`src/rdl_pkg.sv`:
```
// Shared constants, codes and types of the resource directory lookup.
package rdl_pkg;

   localparam int TABLE_DEPTH = 4096;
   localparam int ADDR_W      = $clog2(TABLE_DEPTH);
   localparam int CNT_W       = ADDR_W + 1;
   localparam int ID_W        = 16;
   localparam int WORD_W      = 32;
   localparam int ENTRY_W     = ID_W + WORD_W;
   localparam int TYPE_W      = 5;
   localparam int OFF_W       = 28;
   localparam int VOL_W       = 6;
   localparam int TYPE_SHIFT  = 11;
   localparam int NARROW_OFF_W = 26;
   localparam int WIDE_VOL_W  = 4;

   localparam logic [ID_W-1:0] END_ID = '1;

   localparam logic OP_LOAD  = 1'b0;
   localparam logic OP_QUERY = 1'b1;

   typedef enum logic [1:0] {
      ST_IDLE,
      ST_SCAN,
      ST_DONE
   } state_type;

   typedef struct packed {
      logic              wr_en;
      logic [ADDR_W-1:0] wr_addr;
      logic [ENTRY_W-1:0] wr_data;
      logic              rd_en;
      logic [ADDR_W-1:0] rd_addr;
   } mem_req_type;

   typedef struct packed {
      logic             found;
      logic [OFF_W-1:0] offset;
      logic [VOL_W-1:0] vol_num;
   } result_type;

endpackage

```
`src/rdl_req_if.sv`:
```
// Request channel: load or query item with valid/ready handshake.
interface rdl_req_if;
   import rdl_pkg::*;

   logic              valid;
   logic              ready;
   logic              op;
   logic              first_entry;
   logic [ID_W-1:0]   entry_id;
   logic [WORD_W-1:0] entry_word;
   logic [TYPE_W-1:0] res_type;
   logic [ID_W-1:0]   res_num;
   logic [VOL_W-1:0]  want_vol;

   modport source (
      output valid, op, first_entry, entry_id, entry_word, res_type, res_num, want_vol,
      input  ready
   );
   modport sink (
      input  valid, op, first_entry, entry_id, entry_word, res_type, res_num, want_vol,
      output ready
   );
endinterface

```
`src/rdl_scan.sv`:
```
// Load sequencing and query scan over the directory memory.
module rdl_scan (
   input  logic                        clock,
   input  logic                        reset,
   rdl_req_if.sink                     req_ch,
   input  logic                        slot_free,
   input  logic [rdl_pkg::ENTRY_W-1:0] rd_data,
   output rdl_pkg::mem_req_type        mem_req,
   output logic                        res_valid,
   output rdl_pkg::result_type         res
);
   import rdl_pkg::*;

   state_type         state_ff, state_in;
   logic [CNT_W-1:0]  count_ff, count_in;
   logic              wide_ff, wide_in;
   logic [CNT_W-1:0]  issue_ff, issue_in;
   logic              pend_ff, pend_in;
   logic [ID_W-1:0]   id_ff, id_in;
   logic [VOL_W-1:0]  want_ff, want_in;
   result_type        res_ff, res_in;

   logic              accept;
   logic [ADDR_W-1:0] load_addr;
   logic              load_ok;
   logic [ID_W-1:0]   ent_id;
   logic [WORD_W-1:0] ent_word;
   logic [OFF_W-1:0]  ent_off;
   logic [VOL_W-1:0]  ent_vol;
   logic              end_hit;
   logic              match;
   logic              stop;
   logic              issue;
   logic              done;

   assign accept  = req_ch.valid && req_ch.ready;
   assign ent_id   = rd_data[ENTRY_W-1 -: ID_W];
   assign ent_word = rd_data[WORD_W-1:0];

   // Layout is chosen by the top nibble of entry zero.
   always_comb begin
      if (wide_ff) begin
         ent_off = ent_word[OFF_W-1:0];
         ent_vol = VOL_W'(ent_word[WORD_W-1 -: WIDE_VOL_W]);
      end else begin
         ent_off = OFF_W'(ent_word[NARROW_OFF_W-1:0]);
         ent_vol = ent_word[WORD_W-1 -: VOL_W];
      end
   end

   assign end_hit = pend_ff && (ent_id == END_ID);
   assign match   = pend_ff && !end_hit && (ent_id == id_ff);
   assign stop    = end_hit || (match && (ent_vol == want_ff));
   assign issue   = (issue_ff < count_ff);
   assign done    = stop || (!pend_ff && !issue);

   assign load_addr = req_ch.first_entry ? '0 : count_ff[ADDR_W-1:0];
   assign load_ok   = req_ch.first_entry || (count_ff < CNT_W'(TABLE_DEPTH));

   always_ff @(posedge clock) begin
      if (reset) begin
         state_ff <= ST_IDLE;
         count_ff <= '0;
         wide_ff  <= 1'b0;
         pend_ff  <= 1'b0;
      end else begin
         state_ff <= state_in;
         count_ff <= count_in;
         wide_ff  <= wide_in;
         pend_ff  <= pend_in;
      end
   end

   always_ff @(posedge clock) begin
      issue_ff <= issue_in;
      id_ff    <= id_in;
      want_ff  <= want_in;
      res_ff   <= res_in;
   end

   always_comb begin
      state_in = state_ff;
      count_in = count_ff;
      wide_in  = wide_ff;
      issue_in = issue_ff;
      pend_in  = 1'b0;
      id_in    = id_ff;
      want_in  = want_ff;
      res_in   = res_ff;
      mem_req  = '0;
      req_ch.ready = 1'b0;
      res_valid    = 1'b0;

      unique case (state_ff)
         ST_IDLE: begin
            // Loads only land here, so writes never overlap a scan.
            req_ch.ready = 1'b1;
            if (accept && req_ch.op == OP_LOAD && load_ok) begin
               mem_req.wr_en   = 1'b1;
               mem_req.wr_addr = load_addr;
               mem_req.wr_data = {req_ch.entry_id, req_ch.entry_word};
               count_in = CNT_W'(load_addr) + 1'b1;
               if (load_addr == '0) begin
                  wide_in = (req_ch.entry_word[WORD_W-1 -: WIDE_VOL_W] != '0);
               end
            end else if (accept && req_ch.op == OP_QUERY) begin
               id_in   = req_ch.res_num | (ID_W'(req_ch.res_type) << TYPE_SHIFT);
               want_in = req_ch.want_vol;
               issue_in = '0;
               res_in.found   = 1'b0;
               res_in.offset  = '0;
               res_in.vol_num = req_ch.want_vol;
               state_in = ST_SCAN;
            end
         end
         ST_SCAN: begin
            if (match) begin
               res_in.found   = 1'b1;
               res_in.offset  = ent_off;
               res_in.vol_num = ent_vol;
            end
            if (done) begin
               state_in = ST_DONE;
            end else if (issue) begin
               // Read one entry a cycle; data is checked the next cycle.
               mem_req.rd_en   = 1'b1;
               mem_req.rd_addr = issue_ff[ADDR_W-1:0];
               issue_in = issue_ff + 1'b1;
               pend_in  = 1'b1;
            end
         end
         ST_DONE: begin
            res_valid = 1'b1;
            if (slot_free) begin
               state_in = ST_IDLE;
            end
         end
         default: begin
            state_in = ST_IDLE;
         end
      endcase
   end

   assign res = res_ff;

endmodule

```
`src/flat_wrapper.sv`:
```
// flat-port wrapper written by rule: the top's interface ports become plain ports
module rdl_scan_flat import rdl_pkg::*;
  (clock, reset, slot_free, rd_data, mem_req, res_valid, res, req_ch_valid, req_ch_op, req_ch_first_entry, req_ch_entry_id, req_ch_entry_word, req_ch_res_type, req_ch_res_num, req_ch_want_vol, req_ch_ready);
  rdl_req_if req_ch_i ();
  input  logic clock;
  input  logic reset;
  input  logic slot_free;
  input  logic [rdl_pkg::ENTRY_W-1:0] rd_data;
  output rdl_pkg::mem_req_type mem_req;
  output logic res_valid;
  output rdl_pkg::result_type res;
  input wire logic [$bits(req_ch_i.valid)-1:0] req_ch_valid;
  input wire logic [$bits(req_ch_i.op)-1:0] req_ch_op;
  input wire logic [$bits(req_ch_i.first_entry)-1:0] req_ch_first_entry;
  input wire logic [$bits(req_ch_i.entry_id)-1:0] req_ch_entry_id;
  input wire logic [$bits(req_ch_i.entry_word)-1:0] req_ch_entry_word;
  input wire logic [$bits(req_ch_i.res_type)-1:0] req_ch_res_type;
  input wire logic [$bits(req_ch_i.res_num)-1:0] req_ch_res_num;
  input wire logic [$bits(req_ch_i.want_vol)-1:0] req_ch_want_vol;
  output wire logic [$bits(req_ch_i.ready)-1:0] req_ch_ready;
  assign req_ch_i.valid = req_ch_valid;
  assign req_ch_i.op = req_ch_op;
  assign req_ch_i.first_entry = req_ch_first_entry;
  assign req_ch_i.entry_id = req_ch_entry_id;
  assign req_ch_i.entry_word = req_ch_entry_word;
  assign req_ch_i.res_type = req_ch_res_type;
  assign req_ch_i.res_num = req_ch_res_num;
  assign req_ch_i.want_vol = req_ch_want_vol;
  assign req_ch_ready = req_ch_i.ready;
  rdl_scan u_core (.clock(clock), .reset(reset), .req_ch(req_ch_i), .slot_free(slot_free), .rd_data(rd_data), .mem_req(mem_req), .res_valid(res_valid), .res(res));
endmodule
```
`config.mk`:
```
export PLATFORM = sky130hd
export DESIGN_NAME = rdl_scan_flat
export DESIGN_NICKNAME = d
export VERILOG_FILES = /design/src/rdl_pkg.sv /design/src/rdl_req_if.sv /design/src/rdl_scan.sv /design/src/flat_wrapper.sv
export SDC_FILE = /design/constraint.sdc
export NUM_CORES = 1
export LEC_CHECK = 0
export BUFFER_PORTS_ARGS = -buffer_cell sky130_fd_sc_hd__buf_2
export CAP_MARGIN = 20
export CORE_ASPECT_RATIO = 2
export CORE_MARGIN = 4
export CORE_UTILIZATION = 46
export DETAILED_ROUTE_END_ITERATION = 16
export PLACE_DENSITY = 0.88
export SLEW_MARGIN = 20
export SYNTH_ARGS = -nofsm -noshare
export SYNTH_HDL_FRONTEND = slang
export SYNTH_SLANG_ARGS = --single-unit
```
`constraint.sdc`:
```
create_clock -name clock -period 3.75 [get_ports clock]
set_input_delay 0.1875 -clock clock [delete_from_list [all_inputs] [get_ports clock]]
set_output_delay 0.1875 -clock clock [all_outputs]
set_load 0.01 [all_outputs]
```
Yosys cells after proc, flatten, opt, wreduce, memory -nomap -nowiden:

Index checks and enable logic that the tools add are counted.

* register bits after elaboration: 87
* input bits: 129
* output and inout port bits: 111
* logic and storage cells: 81

* add/sub/neg operators: 2
* $lt $le $gt $ge: 2
* equality and inequality tests: 12
* mux-type cells: 25
* bitwise operators: 4
* reductions and logical operators: 26

Operators by type and width (number)
* 61-bit two-way mux: 2
* 35-bit two-way mux: 3
* 13-bit two-way mux: 7
* 35-bit one-hot mux with 2 select lines: 1
* 28-bit two-way mux: 1
* 13-bit one-hot mux with 2 select lines: 1
* 16-bit == test: 1
* 16-bit == test, second input constant: 1
* 16-bit bitwise OR: 1
* 12-bit by 1-bit adder with 13-bit output, second input constant: 1
* 13-bit by 1-bit adder with 13-bit output, second input constant: 1
* 13-bit less-than comparator: 1
* 13-bit less-than comparator, second input constant: 1
* 12-bit zero test: 1
* 12-bit two-way mux: 1
* 1-bit logical AND: 9
* 2-bit two-way mux: 4
* 2-bit by 1-bit inequality test with 1-bit output, second input constant: 4
* 4-bit AND reduction: 2
* 6-bit == test: 1
* 6-bit two-way mux: 1
* 2-bit inequality test, second input constant: 3
* 2-bit one-hot mux with 3 select lines: 1
* 3-bit AND reduction: 2
* other kinds (12): 20

Logic depth before layout (Yosys ltp):

Gate-level depths: netlist of the first run.

* depth after elaboration: 10
* mapped depth: 9
* gate-level depth less buffers: 7

Least setup slack after synthesis of the first run:

No wires, ideal clock.

* path kind: flip-flop to flip-flop
* start: register u_core.issue_ff[2]
* end: register u_core.issue_ff[0] (enable)
* setup time: 0.401 ns
* arrival time: 2.394 ns
* required time: 3.349 ns
* slack: 0.955 ns
* cell stages (with the launch flop): 7
* period minus slack after synthesis: 2.795 ns
* cell sequence: edfxtp_1 ha_1 a21oi_1 o21ai_0 a31oi_1 o2111ai_1 o21ai_0

* longest elaborated chain between the ends: 6
* elaborated cells on any way between the ends: 7

RTL lines
* start: declaration: RTL line rdl_scan.sv:17 `logic [CNT_W-1:0] issue_ff, issue_in;`
* start signal: assignment: RTL line rdl_scan.sv:75 `issue_ff <= issue_in;`
* 13-bit less-than comparator (*): RTL line rdl_scan.sv:54 `assign issue = (issue_ff < count_ff);`
* 1-bit zero test: RTL line rdl_scan.sv:55 `assign done = stop || (!pend_ff && !issue);`
* 1-bit logical AND: RTL line rdl_scan.sv:55
* 1-bit logical OR: RTL line rdl_scan.sv:55
* 2-bit inequality test (no source line)
* 5-bit AND reduction (no source line) (*)

Mark *: on every way between the ends. The rest lies on a longest branch, timed or not.
A chain may end at the register's enable or synchronous reset.

==> results of run 1 <==
## layer usage
metal | vias up | GRT usage
met3 | 38 | 0.0408
met5 | - | 0
met4 | 0 | 0.117
met1 | 2091 | 0.219
li1 | 2116 | -
met2 | 235 | 0.410
## registers in the layout, indices dropped and copies added (netlist names)
name             cells
u_core.res          35
u_core.issue_ff     13
u_core.count_ff     13
u_core.pend_ff       1
u_core.wide_ff       1
u_core.state_ff      2
u_core.id_ff        16
u_core.want_ff       6
## cell usage in the layout (no fill, tap or decap), types with 5 or more instances in the layout
cell / instances
clkbuf_16: 9
nand3_1: 13
nor2b_1: 6
a21oi_1: 16
buf_2: 239
edfxtp_1: 70
buf_4: 7
nor4_1: 10
nor3_1: 5
inv_1: 21
or2_2: 5
or3_1: 5
nor3b_1: 12
nand2_1: 28
mux2i_1: 6
nand2b_1: 6
nand4_1: 11
dfxtp_1: 17
nor2_1: 22
and2_1: 76
xnor2_1: 20
o21ai_0: 18
and3_1: 14
ha_1: 15
xor2_1: 12
## report_power, final
group	switching, mW	total [mW]	internal [mW]
clock network	0.351	0.932	0.581
registers	0.0278	1.12	1.09
logic	0.169	0.319	0.149
## cell families after synthesis
family / count (synthesis) / share of synthesized area
buffers and inverters: 46 / 0.0371
AND/OR/NAND/NOR: 226 / 0.279
flip-flops: 87 / 0.510
multiplexers: 6 / 0.0125
adder cells (fa/ha/maj): 15 / 0.0392
XOR/XNOR: 32 / 0.0585
AO/OA/AOI/OAI: 51 / 0.0642
## layout make-up
class / count / area [um2]
multi-input cells: 330 / 2170
diodes: 1 / 2.50
well taps: 135 / 169
clock buffers: 10 / 229
fillers: 829 / 3720
flip-flops and latches: 87 / 2440
clock inverters: 6 / 83.8
inverters: 23 / 86.3
repair buffers: 246 / 1250
## critical path, delay by kind of cell (launching register included)
kind	cells	cell delay (ns)
compound gates	4	0.64
fa+ha+maj	1	0.30
buf+inv	3	0.59
flops	1	0.47
simple gates	1	0.40
## through the flow
step	hold WS [ns]	setup slack (ns)	total power [mW]	instance area, um2
CTS	0.0150	0.885	2.38	6430
floorplan	0.286	0.955	1.30	4790
detailed placement	0.366	1.09	1.46	6120
finish	0.0244	0.830	2.37	6430
global placement	0.364	1.22	1.44	6120
global route	0.0152	0.759	2.46	6430
## worst paths after layout
check / slack, ns / to / from / cells after the start
worst max-delay path: 0.83 / mem_req[10] / u_core.count_ff[2]$_SDFFE_PP0P_ / 9
worst min register to register: 0.52 / u_core.count_ff[1]$_SDFFE_PP0P_ / u_core.count_ff[1]$_SDFFE_PP0P_ / 2
worst min-delay path: 0.02 / u_core.id_ff[5]$_DFFE_PP_ / req_ch_res_num[5] / 1
worst max register to register: 1.02 / u_core.issue_ff[3]$_SDFFCE_PN0P_ / u_core.count_ff[2]$_SDFFE_PP0P_ / 9
==> summary.md, run 1 <==
| Metric | Value |
|---|---|
| First-pass GRT wire length | `21,300 um` |
| Highest routed layer | `met4` |
| LEAKAGE | `approximately 2.9 nW` |
| Core area | `between 10,000 and 15,000 um2` |
| M1 wire length | `~4500 um` |
| GP Congestion | `between 0.9 and 1` |
| Startpoint types | `register` |
| Crit path largest cell delay | `roughly 0.47 ns` |
| DRT iter0 DRCs | `around 280` |
| Proportion of layout cells with a drive suffix above 1 | `0.387` |
| Post-layout min period | `2.92 ns` |
| Layout Cells excl Fill | `between 800 and 900` |
| Worst-margin pin slew | `~0.87 ns` |
| Commonest cells post-synth | `and2_1 (76), edfxtp_1 (70), nand2_1 (28), nor2_1 (22), inv_1 (21)` |
| DR WL met3 | `between 1000 and 1500 um` |
| Area grow syn2layout | `34.3%` |
| Register area share after synthesis | `0.510` |
| # IOs | `240` |
| Count leader, synth | `and2_1` |
| RSZ-0062 raised after global routing | `no` |
| Data required time at the worst endpoint | `roughly 3.6 ns` |
| Initial antenna violation count | `1` |
| Highest clock rate | `approximately 340 MHz` |
| CTS Root Cell | `clkbuf_16` |
| Clock insertion delay at the later pin of the skew report | `around 0.34 ns` |
| Main flop type after synthesis | `edfxtp_1` |
| Number of global-route vias before repair | `between 4,000 and 5,000` |
| Critical path capture point type | `output port` |
| Slew Viols, Final | `0` |
| Max cap viols | `0` |
| Detailed-route wire length per cell | `between 15 and 20 um` |
| CTS clk-pin slew, worst paths | `0.06 ns` |
| Synthesized area per cell | `10.4 um2` |
| WL final | `around 14,000 um` |
| Num CTS Buffers | `9` |
| Vias/cell | `5.35` |
| Final nets | `between 800 and 900` |
| Crit Path Category | `reg2out` |
| PD cells | `368 nW/um2` |
| Warning count from the yosys run | `0` |
| CTS-repair resized insts | `0` |
| Worst hold path type | `in2reg` |
| Setup bufs post-CTS | `0` |
| # port buffers | `239` |
| Period utilisation layout | `0.779` |
| DIE AREA | `roughly 12,000 um2` |
| Yosys reg bits | `87` |
| TNS Setup | `0 ns` |
| Syn Inst Count | `about 460` |
| Cells after DPL | `821` |
| Largest net degree at the start of global routing | `56` |
| Netlist Area Pre-Place | `between 4000 and 5000 um2` |
| Status | `completed` |
| Slowest cell on crit path | `dfxtp_1` |
| Area share of the largest cell type after synthesis | `0.439` |
| GRT Total Usage | `0.220` |
| Peak supply drop | `roughly 0.26 mV` |
| Post-synth EDFFs | `70` |
| Synth Net Count | `607` |
| Rows | `52` |
| Total congestion overflow | `0` |
| Hold buffers post-CTS | `0` |
| Htree depth | `3` |
| Unique masters post-synth | `50` |
| # DRC | `0` |
| Clock Sinks | `87` |
| CTS tree | `yes` |
| CTS Buffer Depth | `2` |
| Synth area leaders | `edfxtp_1 (44%), and2_1 (9.9%), dfxtp_1 (7.1%)` |
| Final Core Density | `0.634` |
| Relative slew slack | `0.419` |
| FFs w/ async S/R, synth | `0` |
| Post-route ant nets | `0` |
| WL met2 | `~7400 um` |
| Count of final hold-check violations | `0` |
| Initial Util | `0.472` |
| Final setup vio count | `0` |
| Crit-path cells | `inv_1 -> ha_1 -> a21oi_1 -> o21ai_0 -> a31oi_1 -> o2111ai_1 -> buf_4 -> nor3b_1 -> buf_2` |
| Router iterations before antenna repair | `5` |
| DIE WIDTH | `roughly 80 um` |
| Final setup skew | `a little under 0.008 ns` |
| Leading area contributor after synthesis | `edfxtp_1` |
| HPWL Detailed | `around 11,000 um` |
| Height of the die | `152 um` |
| Crit path DAT | `approximately 2.7 ns` |
| Maximum fanout along the worst path | `15` |
| Vias | `4,480` |
Power figures use the tool's default switching activity.
==> run 2, diff against run 1 <==
==> constraint.sdc (replaced) <==
create_clock -name clock -period 3 [get_ports clock]
set_input_delay 0.15 -clock clock [delete_from_list [all_inputs] [get_ports clock]]
set_output_delay 0.15 -clock clock [all_outputs]
set_load 0.01 [all_outputs]
==> run 2 against run 1 <==
Against the previous run:
- utilization is 1.8 points higher
- highest routed layer unchanged
- largest power group unchanged
- cell count rose by 1.9%
- die area stayed put
- setup slack worse by 0.64 ns
- critical path type unchanged
==> summary.md, run 2 (synthesized netlist as in run 1, its figures left out) <==
| Metric | Value |
|---|---|
| Detailed-route wire length per cell | `about 16 um` |
| # IOs | `240` |
| Height of the die | `152 um` |
| WHS Path Cells | `1` |
| Commonest non-fill, non-tap cells in the layout | `buf_2 (239), and2_1 (76), edfxtp_1 (70)` |
| Cells after DPL | `a little over 800` |
| Layout Cells excl Fill | `854` |
| Total internal power | `approximately 2.3 mW` |
| Max reg flops | `35` |
| M3 GR Usage | `0.0509` |
| Vias/cell | `5.20` |
| WL final | `14,100 um` |
| Crit-path cells | `ha_1 -> a21oi_1 -> o21ai_0 -> a31oi_2 -> o2111ai_4 -> nor3b_1 -> buf_2` |
| Vias | `~4,400` |
| HPWL Detailed | `roughly 11,000 um` |
| M2 GR Usage | `0.435` |
| CTS Root Cell | `clkbuf_16` |
| Post-layout instance area | `approximately 6600 um2` |
| LEAKAGE | `approximately 3.0 nW` |
| Sw frac | `0.235` |
| Worst-margin pin slew | `~0.66 ns` |
| FF-to-FF Start | `u_core.issue_ff[2]$_SDFFCE_PN0P_` |
| Clock insertion delay at the later pin of the skew report | `between 0.3 and 0.4 ns` |
| Core area | `a little over 10,000 um2` |
| R2R Setup Slk | `about 0.47 ns` |
| Final setup vio count | `0` |
| Critical path capture point type | `output port` |
| CTS Buffer Depth | `2` |
| Period utilisation layout | `0.937` |
| Post-route ant nets | `0` |
| Gate power share | `0.140` |
| Crit path DAT | `about 2.7 ns` |
| Hold slack | `between 0.01 and 0.015 ns` |
| Crit path largest cell delay | `about 0.5 ns` |
| Data required time at the worst endpoint | `approximately 2.9 ns` |
| GP Congestion | `a little over 0.9` |
| Total congestion overflow | `0` |
| Initial antenna violation count | `1` |
| DIE WIDTH | `80.2 um` |
| CTS tree | `yes` |
| RSZ-0062 raised after global routing | `no` |
| DRT iter0 DRCs | `between 200 and 250` |
| TNS Setup | `0 ns` |
| Post-layout min period | `between 2 and 3 ns` |
| GRT Total Usage | `0.225` |
| Most common cell after layout, fill and taps aside | `buf_2` |
| First-pass GRT wire length | `roughly 22,000 um` |
| Slew Viols, Final | `0` |
| Placed inst area | `6130 um2` |
| Num CTS Buffers | `9` |
| Clock Sinks | `87` |
| PD cells | `about 450 nW/um2` |
| Highest clock rate | `between 300 and 400 MHz` |
| Setup Slack @ Placement | `0.299 ns` |
| Area grow syn2layout | `38.2%` |
| GR peak layer | `met2` |
| # port buffers | `around 240` |
| Count of final hold-check violations | `0` |
| Met1 usage | `0.208` |
| Initial Util | `0.472` |
| Status | `completed` |
| R2R cell count | `7` |
| Max cap viols | `0` |
| CTS clk-pin slew, worst paths | `around 0.060 ns` |
| Relative slew slack | `0.555` |
| HP Start | `req_ch_want_vol[5]` |
| Worst hold path type | `in2reg` |
| DIE AREA | `12,200 um2` |
| Switch Pwr | `about 0.70 mW` |
| Largest net degree at the start of global routing | `between 50 and 60` |
| Number of global-route vias before repair | `approximately 4,600` |
| Hold path endpoint | `u_core.want_ff[5]$_DFFE_PP_` |
| # DRC | `0` |
| Maximum fanout along the worst path | `11` |
| Final setup margin | `between 0.15 and 0.2 ns` |
| Worst reg2reg endpoint | `u_core.issue_ff[0]$_SDFFCE_PN0P_` |
| Final setup skew | `between 0.009 and 0.01 ns` |
| Proportion of layout cells with a drive suffix above 1 | `0.389` |
| Final nets | `approximately 860` |
| Clock power share | `0.394` |
| Seq pwr share | `0.466` |
| Startpoint types | `register` |
| Htree depth | `3` |
| Rows | `between 50 and 60` |
| Crit Path Category | `reg2out` |
| Router iterations before antenna repair | `4` |
| Slowest cell on crit path | `edfxtp_1` |
| Peak supply drop | `0.294 mV` |
run 2: cell types whose count changed in the layout (fill, tap and decap cells not counted), sizes merged:
cell and delta:
inv +1, dlygate4sd3 +14, clkinv +1, buf +2, clkinvlp -1, clkbuf -1
run 2: area by class of cell:
class	count	area [um2]
Antenna cell	1	2.50
Multi-Input combinational cell	330	2200
Sequential cell	87	2440
Fill cell	833	3530
Inverter	23	86.3
Tap cell	135	169
Clock inverter	7	95.1
Timing Repair Buffer	262	1400
Clock buffer	9	225
run 2: through the flow:
| stage | util | total power, mW |
|---|---|---|
| after floorplan | - | 1.63 |
| after global placement | 0.604 | 1.81 |
| after detailed placement | 0.604 | 1.83 |
| after CTS | 0.650 | 3.03 |
| after global routing | 0.652 | 3.12 |
| final | 0.652 | 3.00 |
run 2: power by group through the flow:
stage,registers (mW),clock network [mW],logic [mW]
3_3_place_gp,1.42,0,0.386
3_5_place_dp,1.43,0,0.400
2_1_floorplan,1.43,0,0.200
4_1_cts,1.40,1.21,0.418
5_1_grt,1.40,1.26,0.460
6_report,1.40,1.18,0.419
run 2: worst max-delay path by stage:
stage | slack, ns | startpoint | cells past startpoint | end
3_5_place_dp | 0.30 | u_core.count_ff[2]$_SDFFE_PP0P_ | 8 | u_core.issue_ff[2]$_SDFFCE_PN0P_
4_1_cts | 0.04 | u_core.count_ff[2]$_SDFFE_PP0P_ | 8 | mem_req[10]
3_3_place_gp | 0.39 | u_core.count_ff[2]$_SDFFE_PP0P_ | 8 | u_core.issue_ff[2]$_SDFFCE_PN0P_
6_report | 0.19 | u_core.issue_ff[2]$_SDFFCE_PN0P_ | 7 | mem_req[10]
5_1_grt | 0.0007 | u_core.count_ff[12]$_SDFFE_PP0P_ | 9 | mem_req[2]
2_1_floorplan | 0.21 | u_core.issue_ff[2]$_SDFFCE_PN0P_ | 6 | u_core.issue_ff[0]$_SDFFCE_PN0P_
run 2: repair_timing:
action,CTS,global route
buffers inserted,0,0
hold buffers,14,0
pin swaps,0,0
gates resized for setup,1,3
endpoints found under the hold margin,14,0
endpoints found under the setup margin,5,10
run 2: routing by layer:
metal | routed length, um | share of wire | up-vias
met5 | 0 | 0 | -
met4 | 578 | 0.041 | 0
met3 | 1070 | 0.076 | 40
met2 | 7880 | 0.56 | 219
met1 | 4550 | 0.32 | 2050
li1 | - | - | 2134
run 2: worst max-delay path, delay by kind of cell, from the launching register on:
family	cells	cell delay, ns
fa+ha+maj	1	0.36
buf+inv	1	0.21
flops	1	0.50
compound gates	4	0.83
simple gates	1	0.42
